$ cat config.mk
export PLATFORM = sky130hd
export DESIGN_NAME = hsl_to_rgb_convert_core
export DESIGN_NICKNAME = d
export VERILOG_FILES = /design/src/hsl2rgb_pkg.sv /design/src/hsl2rgb_front.sv /design/src/hsl2rgb_ramp.sv /design/src/hsl_to_rgb_convert_core.sv
export SDC_FILE = /design/constraint.sdc
export NUM_CORES = 2
export LEC_CHECK = 0
export BUFFER_PORTS_ARGS = -buffer_cell sky130_fd_sc_hd__buf_2
export CORE_ASPECT_RATIO = 0.8
export CORE_UTILIZATION = 60
export CTS_CLUSTER_SIZE = 40
export DETAILED_ROUTE_END_ITERATION = 8
export GPL_TIMING_DRIVEN = 0
export PLACE_DENSITY = 0.86
export RECOVER_POWER = 100
export SLEW_MARGIN = 20
export SYNTH_ARGS = -nofsm -noshare
export SYNTH_HDL_FRONTEND = slang
export SYNTH_SLANG_ARGS = --single-unit
$ cat constraint.sdc
create_clock -name clk -period 9.2 [get_ports clk]
set_input_delay 1.38 -clock clk [delete_from_list [all_inputs] [get_ports clk]]
set_output_delay 1.38 -clock clk [all_outputs]
set_load 0.05 [all_outputs]
$ cat src/hsl2rgb_pkg.sv
// Shared constants, widths and the stage-enable type for the HSL to RGB converter.
// No dependencies; every other file of the block refers to this package by scoped names.
package hsl2rgb_pkg;

  localparam int FRAC_BITS = 16;
  localparam int HUE_W     = FRAC_BITS;
  localparam int FRAC_W    = FRAC_BITS + 1;
  localparam int CHAN_W    = 8;
  localparam int QW        = FRAC_BITS + 1;
  localparam int UW        = FRAC_BITS + 3;
  localparam int NSTG      = 6;

  localparam logic [QW-1:0] ONE_Q  = {1'b1, {FRAC_BITS{1'b0}}};
  localparam logic [QW-1:0] HALF_Q = {2'b01, {(FRAC_BITS-1){1'b0}}};

  typedef struct packed {
    logic [2:0] front;
    logic [2:0] ramp;
  } stg_en_t;

endpackage

$ cat src/hsl2rgb_front.sv
// Front end of the converter: clamp, q/p computation and hue ramp positions (stages 1 to 3).
// Depends on hsl2rgb_pkg.
module hsl2rgb_front (
  input  logic                           clk,
  input  hsl2rgb_pkg::stg_en_t           en,
  input  logic [hsl2rgb_pkg::HUE_W-1:0]  hue_turn,
  input  logic [hsl2rgb_pkg::FRAC_W-1:0] saturation,
  input  logic [hsl2rgb_pkg::FRAC_W-1:0] lightness,
  output logic [hsl2rgb_pkg::QW-1:0]     p_val,
  output logic [hsl2rgb_pkg::QW-1:0]     d_val,
  output logic [hsl2rgb_pkg::QW-1:0]     t_red,
  output logic [hsl2rgb_pkg::QW-1:0]     t_green,
  output logic [hsl2rgb_pkg::QW-1:0]     t_blue
);

  localparam int F   = hsl2rgb_pkg::FRAC_BITS;
  localparam int QW  = hsl2rgb_pkg::QW;
  localparam int UW  = hsl2rgb_pkg::UW;
  localparam int PW  = 2 * QW + 1;
  localparam int Q2W = 2 * F + 1;

  localparam logic [UW-1:0]  ONE_U   = {3'b001, {F{1'b0}}};
  localparam logic [UW-1:0]  TWO_U   = {3'b010, {F{1'b0}}};
  localparam logic [UW-1:0]  THREE_U = {3'b011, {F{1'b0}}};
  localparam logic [UW-1:0]  FOUR_U  = {3'b100, {F{1'b0}}};
  localparam logic [UW:0]    SIX_UX  = {4'b0110, {F{1'b0}}};
  localparam logic [Q2W-1:0] RND_Q2  = {{(F+2){1'b0}}, {(F-1){1'b0}}} | (Q2W'(1) << (F - 1));

  // Position on the ramp: rise over the first sixth, flat top, fall over the fourth sixth.
  function automatic logic [QW-1:0] ramp_pos(input logic [UW-1:0] u);
    logic [UW-1:0] back;
    back = FOUR_U - u;
    if (u < ONE_U)        ramp_pos = u[QW-1:0];
    else if (u < THREE_U) ramp_pos = hsl2rgb_pkg::ONE_Q;
    else if (u < FOUR_U)  ramp_pos = back[QW-1:0];
    else                  ramp_pos = '0;
  endfunction

  // Stage 1
  logic [QW-1:0] s_c, l_c;
  logic          lo_nxt;
  logic [QW:0]   mul_b;
  logic [PW-1:0] prod1_nxt, prod1_r;
  logic [QW:0]   sum1_nxt, sum1_r;
  logic          lo1_r;
  logic [QW-1:0] l1_r;
  logic [UW-1:0] u1_nxt, u1_r;

  always_comb begin
    s_c       = (saturation > hsl2rgb_pkg::ONE_Q) ? hsl2rgb_pkg::ONE_Q : saturation;
    l_c       = (lightness > hsl2rgb_pkg::ONE_Q) ? hsl2rgb_pkg::ONE_Q : lightness;
    lo_nxt    = l_c < hsl2rgb_pkg::HALF_Q;
    mul_b     = lo_nxt ? ({1'b0, hsl2rgb_pkg::ONE_Q} + {1'b0, s_c}) : {1'b0, s_c};
    prod1_nxt = PW'(l_c) * PW'(mul_b);
    sum1_nxt  = {1'b0, l_c} + {1'b0, s_c};
    u1_nxt    = {1'b0, hue_turn[F-1:0], 2'b00} + {2'b00, hue_turn[F-1:0], 1'b0};
  end

  always_ff @(posedge clk) begin
    if (en.front[0]) begin
      prod1_r <= prod1_nxt;
      sum1_r  <= sum1_nxt;
      lo1_r   <= lo_nxt;
      l1_r    <= l_c;
      u1_r    <= u1_nxt;
    end
  end

  // Stage 2: finish q2 and rotate hue for red and blue
  logic [PW-1:0]  diff2;
  logic [Q2W-1:0] q2_nxt, q2_r;
  logic [UW-1:0]  ur_tmp, ur_nxt, ur2_r, ug2_r, ub2_r;
  logic [UW:0]    ub_tmp, ub_sub;
  logic [QW-1:0]  l2_r;

  always_comb begin
    diff2  = {1'b0, sum1_r, {F{1'b0}}} - prod1_r;
    q2_nxt = lo1_r ? prod1_r[Q2W-1:0] : diff2[Q2W-1:0];
    ur_tmp = u1_r + TWO_U;
    ur_nxt = (ur_tmp >= SIX_UX[UW-1:0]) ? (ur_tmp - SIX_UX[UW-1:0]) : ur_tmp;
    ub_tmp = {1'b0, u1_r} + {1'b0, FOUR_U};
    ub_sub = (ub_tmp >= SIX_UX) ? (ub_tmp - SIX_UX) : ub_tmp;
  end

  always_ff @(posedge clk) begin
    if (en.front[1]) begin
      q2_r  <= q2_nxt;
      l2_r  <= l1_r;
      ur2_r <= ur_nxt;
      ug2_r <= u1_r;
      ub2_r <= ub_sub[UW-1:0];
    end
  end

  // Stage 3: round q, form p and the slope d, pick ramp positions
  logic [Q2W-1:0] qr;
  logic [QW-1:0]  q3;
  logic [QW:0]    p_full;
  logic [QW-1:0]  p_nxt, d_nxt;
  logic [QW-1:0]  p3_r, d3_r, tr3_r, tg3_r, tb3_r;

  always_comb begin
    qr     = q2_r + RND_Q2;
    q3     = qr[F +: QW];
    p_full = {l2_r, 1'b0} - {1'b0, q3};
    p_nxt  = p_full[QW-1:0];
    d_nxt  = q3 - p_nxt;
  end

  always_ff @(posedge clk) begin
    if (en.front[2]) begin
      p3_r  <= p_nxt;
      d3_r  <= d_nxt;
      tr3_r <= ramp_pos(ur2_r);
      tg3_r <= ramp_pos(ug2_r);
      tb3_r <= ramp_pos(ub2_r);
    end
  end

  assign p_val   = p3_r;
  assign d_val   = d3_r;
  assign t_red   = tr3_r;
  assign t_green = tg3_r;
  assign t_blue  = tb3_r;

endmodule

$ cat src/hsl2rgb_ramp.sv
// One color channel: ramp value p + d*t and rounding of value*255 to 8 bits (stages 4 to 6).
// Depends on hsl2rgb_pkg.
module hsl2rgb_ramp (
  input  logic                           clk,
  input  hsl2rgb_pkg::stg_en_t           en,
  input  logic [hsl2rgb_pkg::QW-1:0]     p_val,
  input  logic [hsl2rgb_pkg::QW-1:0]     d_val,
  input  logic [hsl2rgb_pkg::QW-1:0]     t_val,
  output logic [hsl2rgb_pkg::CHAN_W-1:0] chan
);

  localparam int F  = hsl2rgb_pkg::FRAC_BITS;
  localparam int QW = hsl2rgb_pkg::QW;
  localparam int VW = 2 * QW;
  localparam int WW = VW + 8;
  localparam logic [WW-1:0] RND_W = WW'(1) << (2 * F - 1);

  logic [VW-1:0] prod4_r;
  logic [QW-1:0] p4_r;
  logic [VW-1:0] v5_nxt, v5_r;
  logic [WW-1:0] w6;
  logic [hsl2rgb_pkg::CHAN_W-1:0] chan_r;

  always_ff @(posedge clk) begin
    if (en.ramp[0]) begin
      prod4_r <= VW'(d_val) * VW'(t_val);
      p4_r    <= p_val;
    end
  end

  assign v5_nxt = {1'b0, p4_r, {F{1'b0}}} + prod4_r;

  always_ff @(posedge clk) begin
    if (en.ramp[1]) begin
      v5_r <= v5_nxt;
    end
  end

  // value*255 as shift and subtract, then round half up
  assign w6 = {v5_r, 8'b0} - {8'b0, v5_r} + RND_W;

  always_ff @(posedge clk) begin
    if (en.ramp[2]) begin
      chan_r <= w6[2*F +: hsl2rgb_pkg::CHAN_W];
    end
  end

  assign chan = chan_r;

endmodule

$ cat src/hsl_to_rgb_convert_core.sv
// HSL/HSLA to 8-bit RGBA converter, six register stages deep.
// Throughput: one beat per cycle if in_stall is low; per-stage valid bits close bubbles under stall.
// Reset: synchronous active-low rst_n clears all stage valid bits; datapath registers are not reset.
// Depends on hsl2rgb_pkg, hsl2rgb_front and hsl2rgb_ramp.
module hsl_to_rgb_convert_core (
  input  logic                           clk,
  input  logic                           rst_n,
  input  logic                           in_valid,
  output logic                           in_stall,
  input  logic [hsl2rgb_pkg::HUE_W-1:0]  in_hue_turn,
  input  logic [hsl2rgb_pkg::FRAC_W-1:0] in_saturation,
  input  logic [hsl2rgb_pkg::FRAC_W-1:0] in_lightness,
  input  logic [hsl2rgb_pkg::FRAC_W-1:0] in_alpha_frac,
  input  logic                           in_has_alpha,
  output logic                           out_valid,
  input  logic                           out_stall,
  output logic [hsl2rgb_pkg::CHAN_W-1:0] out_red,
  output logic [hsl2rgb_pkg::CHAN_W-1:0] out_green,
  output logic [hsl2rgb_pkg::CHAN_W-1:0] out_blue,
  output logic [hsl2rgb_pkg::CHAN_W-1:0] out_alpha
);

  localparam int NSTG = hsl2rgb_pkg::NSTG;
  localparam int F    = hsl2rgb_pkg::FRAC_BITS;
  localparam int AW   = hsl2rgb_pkg::FRAC_W + 8;

  // Stage valid bits and the ready chain. A stage may load when it is empty
  // or when the stage after it moves on in the same cycle.
  logic [NSTG-1:0] vld_r, vld_nxt, rdy;
  hsl2rgb_pkg::stg_en_t en;

  always_comb begin
    rdy[NSTG-1] = !vld_r[NSTG-1] || !out_stall;
    for (int k = NSTG - 2; k >= 0; k--) begin
      rdy[k] = !vld_r[k] || rdy[k+1];
    end
    vld_nxt[0] = rdy[0] ? in_valid : vld_r[0];
    for (int k = 1; k < NSTG; k++) begin
      vld_nxt[k] = rdy[k] ? vld_r[k-1] : vld_r[k];
    end
  end

  always_ff @(posedge clk) begin
    if (!rst_n) begin
      vld_r <= '0;
    end else begin
      vld_r <= vld_nxt;
    end
  end

  assign en.front = rdy[2:0];
  assign en.ramp  = rdy[5:3];
  assign in_stall = !rdy[0];
  assign out_valid = vld_r[NSTG-1];

  // Shared front end: q, p, slope and per-channel ramp positions.
  logic [hsl2rgb_pkg::QW-1:0] p_val, d_val, t_red, t_green, t_blue;

  hsl2rgb_front u_front (
    .clk        (clk),
    .en         (en),
    .hue_turn   (in_hue_turn),
    .saturation (in_saturation),
    .lightness  (in_lightness),
    .p_val      (p_val),
    .d_val      (d_val),
    .t_red      (t_red),
    .t_green    (t_green),
    .t_blue     (t_blue)
  );

  // One ramp evaluator per color channel. Zero saturation needs no bypass:
  // it yields q = p = lightness and slope zero, so each channel rounds l*255.
  hsl2rgb_ramp u_ramp_red (
    .clk   (clk),
    .en    (en),
    .p_val (p_val),
    .d_val (d_val),
    .t_val (t_red),
    .chan  (out_red)
  );

  hsl2rgb_ramp u_ramp_green (
    .clk   (clk),
    .en    (en),
    .p_val (p_val),
    .d_val (d_val),
    .t_val (t_green),
    .chan  (out_green)
  );

  hsl2rgb_ramp u_ramp_blue (
    .clk   (clk),
    .en    (en),
    .p_val (p_val),
    .d_val (d_val),
    .t_val (t_blue),
    .chan  (out_blue)
  );

  // Alpha: truncate a*255, saturate to 255, or force 255 without an alpha field.
  // Compute in stage 1, then hold it alongside the color data.
  logic [AW-1:0]                   a255;
  logic [8:0]                      a_int;
  logic [hsl2rgb_pkg::CHAN_W-1:0]  alpha_nxt;
  logic [hsl2rgb_pkg::CHAN_W-1:0]  alpha_r [NSTG];

  always_comb begin
    a255      = {in_alpha_frac, 8'b0} - {8'b0, in_alpha_frac};
    a_int     = a255[F +: 9];
    alpha_nxt = !in_has_alpha ? 8'hFF : (a_int[8] ? 8'hFF : a_int[7:0]);
  end

  always_ff @(posedge clk) begin
    if (rdy[0]) begin
      alpha_r[0] <= alpha_nxt;
    end
    for (int k = 1; k < NSTG; k++) begin
      if (rdy[k]) begin
        alpha_r[k] <= alpha_r[k-1];
      end
    end
  end

  assign out_alpha = alpha_r[NSTG-1];

endmodule

==> run_results.csv <==
group,metric,value,unit
synth,synth_top_cells_by_area,"fa_1 (27%), edfxtp_1 (24%), ha_1 (15%)",
floorplan,floorplan.initialDensity,60.5,%
job,cap_viol_max_count,8,
placed_design,place.port_buffers,105,
setup_path,endpoint_kind,"flop",
clock_network,max-clock-path-buffers,3,
synth,synth_top_area_share,27.5,%
synth,post_synth_cell_types,80,
sta,max_slew_margin,-188,%
sta,achievable-frequency,110,MHz
global_route,antenna_found_initial,10,
clock_network,clock_buffer_count_from_cts,55,
global_route,gr-max-usage-layer,"met2",
synth,ys_seq_area_share,24.5,%
sta,min_period,9.12,ns
cells_and_area,synthesis_to_finish_area_growth,7.12,%
synth,synth.avg_cell_area,9.89,um^2
sta,setup_violators_final,0,
setup_path,critical-path-top-cell-by-count,"fa_1",
placed_design,placement.setup.worst_slack,-0.987,ns
clock_network,numClockSinks,509,
sta,skew,0.0503,ns
min_path,hold_path.class,"reg2reg",
route,drt_first_pass_iters,6,
floorplan,fp.dieW,362,um
global_route,grt.met3_usage,12.0,%
global_route,grt_remaining_overflow,0,
clock_network,clk_latency,0.68,ns
setup_path,cp.required,9.51,ns
synth,synth_top_family_by_area,"adder cells",
clock_network,cts.reportedPaths.clkPinSlew,0.07,ns
floorplan,io_pins,106,
floorplan,fp.dieArea,105000,um^2
global_route,grt_pass1_wl,267,mm
synth,synth_compound_gate_area_share,7.66,%
cells_and_area,fill_cell_count,7926,
sta,setup_repair_after_global_routing_missed_its_margin,"no",
setup_path,critPathTopFamily,"adder cells",
global_route,grt_start_max_net_pins,85,
global_route,grt_use_met1,45.9,%
synth,synth_enable_flop_cells,503,
synth,netlist_area_pre_place,62100,um^2
global_route,grt_use_met2,49.0,%
route,drt_drc_violations_left,0,
cells_and_area,drive_gt1_share,3.05,%
route,routed_len_inst,21.5,um
cells_and_area,multi_input_comb_area,41600,um^2
setup_path,worstPathCellList,"clkbuf_1 -> clkbuf_1 -> nand2_1 -> fa_1 -> inv_1 -> fa_1 -> fa_1 -> fa_1 -> inv_1 -> fa_1 -> inv_1 -> fa_1 -> ha_1 -> inv_1 -> nor2_1 -> nand4_1 -> nor3b_1 -> o31ai_1 -> o21a_1 -> nor2_1 -> a211oi_1 -> xnor2_1",
setup_path,critical-path-slowest-cell,"xnor2_1",
setup_path,timing.critical_path.fanout_max,10,
synth,synth_seq_cells,509,
clock_network,tritoncts_clock_tree,"built",
route,detail_route.wirelength,170,mm
floorplan,die_height,290,um
route,vias,46000,
clock_network,cts.repair_timing.setup_buffer_count,0,
route,route.detailed.vias_per_inst,5.81,
cells_and_area,seq_area,15200,um^2
global_route,number_of_global_route_vias_before_repair,48100,
sta,finalCritPeriodShare,99.1,%
setup_path,worstSetupPathType,"reg2reg",
outcome,violations,"capacitance limit, slew limit",
synth,synth_cells,6283,
placed_design,place_congestion,1.02,
setup_path,timing.critical_path.buf_inv,6,
route,route.antenna.remaining_nets,0,
synth,yosysTopAreaCell,"fa_1",
setup_path,worst-endpoint-arrival,9.42,ns
floorplan,fp.coreArea,103000,um^2
synth,yosys_most_used_dff,"edfxtp_1",
cells_and_area,antenna-diode-count,0,
global_route,grt_util_all_layers,33.2,%
sta,worstMarginPinSlew,4.32,ns
clock_network,htreeDepth,2,
synth,yosys.area_share.adder,42.3,%
outcome,status,"finished, violations left",
setup_path,critPathLaunchType,"flop",
setup_path,slowest_delay,0.96,ns
cells_and_area,nNetsFinal,8138,
clock_network,root_buffer,"clkbuf_16",
sta,postLayoutSetupSlackWorst,0.0824,ns
synth,postSynth.asyncResetShare,0,%
sta,hold-worst-slack,0.377,ns
sta,total_negative_setup_slack,0,ns
sta,drv_slew,452,
synth,yosysWarnings,0,
synth,synth_xor_area_share,3.91,%
synth,synth-simple-area-share,12.8,%
placed_design,place_hpwl,139,mm
synth,synthMuxAreaShare,0.0403,%
route,drt_iter0_drc,5088,
sta,final_hold_viol_count,0,
clock_network,hold_buffers,0,
floorplan,floorplan.rows,105,
-- synthesized netlist by cell type, types with 32 or more instances --
| cell type | number |
|---|---|
| fa_1 | 853 |
| inv_1 | 1250 |
| clkbuf_1 | 190 |
| and3_1 | 42 |
| o31ai_1 | 42 |
| xnor2_1 | 194 |
| o21ai_1 | 78 |
| o21ai_0 | 69 |
| nand3_1 | 63 |
| nand2_1 | 805 |
| and2_1 | 298 |
| o21bai_1 | 37 |
| nor3_1 | 59 |
| ha_1 | 735 |
| a21oi_1 | 194 |
| xor2_1 | 83 |
| edfxtp_1 | 503 |
| o21a_1 | 39 |
| nor2_1 | 279 |
| a21o_1 | 108 |
| nor2b_1 | 32 |
-- repair_timing --
item,4_1_cts,5_1_grt
pin swaps,0,1
setup endpoints to repair,4,8
resized for setup,11,22
-- layer usage --
metal,vias to the layer above,part of all wire [%]
met5,-,0.028
met4,8,3.3
met3,378,14
met2,2495,42
met1,22700,40
li1,20400,-
-- sequential cells by signal, summed over array words and instances, names as in the netlist, 32 cells and up --
name	cells
alpha_r	48
u_front.prod1_r	33
u_ramp_blue.prod4_r	32
u_ramp_blue.v5_r	32
u_ramp_green.prod4_r	32
u_ramp_green.v5_r	32
u_ramp_red.prod4_r	32
u_ramp_red.v5_r	32
-- cell usage in the layout, fill, tap and decap left out, drive strengths merged, types with 147 or more instances in the layout --
master,count
a21oi,195
ha,735
fa,853
xnor2,194
clkbuf,296
and2,298
nand2,805
edfxtp,503
nor2,279
inv,1252
o21ai,147
-- kinds of logic (layout without fill, tap and decap cells) --
logic type / count (synthesis) / after routing
DFF: 509 / 509
buffers and inverters: 1463 / 1672
muxes: 2 / 2
adders and majority gates: 1588 / 1588
AOI/OAI and AO/OA: 727 / 727
xor gates and xnor gates: 277 / 277
other: 2 / 33
and+or+nand+nor: 1715 / 1715
-- final timing paths --
kind	from	slack, ns	cells after the start	to
worst min-delay path	u_front.l1_r[3]	0.38	0	u_front.l2_r[3]
worst max register to register	u_front.d_val[8]	0.08	22	u_ramp_red.prod4_r[31]
worst max-delay path	u_front.d_val[8]	0.08	22	u_ramp_red.prod4_r[31]
worst min register to register	u_front.l1_r[3]	0.38	0	u_front.l2_r[3]
-- worst reg2reg max path: stages (launching register included) --
cell,delay (ns)
edfxtp_1,0.40
clkbuf_1,0.87
clkbuf_1,0.68
nand2_1,0.17
fa_1,0.53
inv_1,0.05
fa_1,0.58
fa_1,0.45
fa_1,0.51
inv_1,0.07
fa_1,0.53
inv_1,0.05
fa_1,0.48
ha_1,0.34
inv_1,0.09
nor2_1,0.19
nand4_1,0.20
nor3b_1,0.71
o31ai_1,0.35
o21a_1,0.32
nor2_1,0.16
a211oi_1,0.09
xnor2_1,0.96
-- layout make-up --
class                   count  share of cell area (%)
plain buffers             195                    1.13
clock buffers              58                    2.09
clock inverters            44                   0.949
inverters                1263                    7.14
multi-input cells        4342                    62.4
flip-flops and latches    509                    22.9
well taps                1391                    2.62
repair buffers            112                   0.752
-- metrics by stage --
stage	area, um^2	std cells	util (%)
3_5_place_dp	64700	7817	63.1
3_3_place_gp	64500	7810	62.9
6_report	66500	7914	64.9
2_1_floorplan	62200	6314	-
5_1_grt	66500	7914	64.9
4_1_cts	66800	7914	65.1
Power is not shown: default switching activity piles up to over one toggle a cycle in this logic, so the estimate is an artifact.
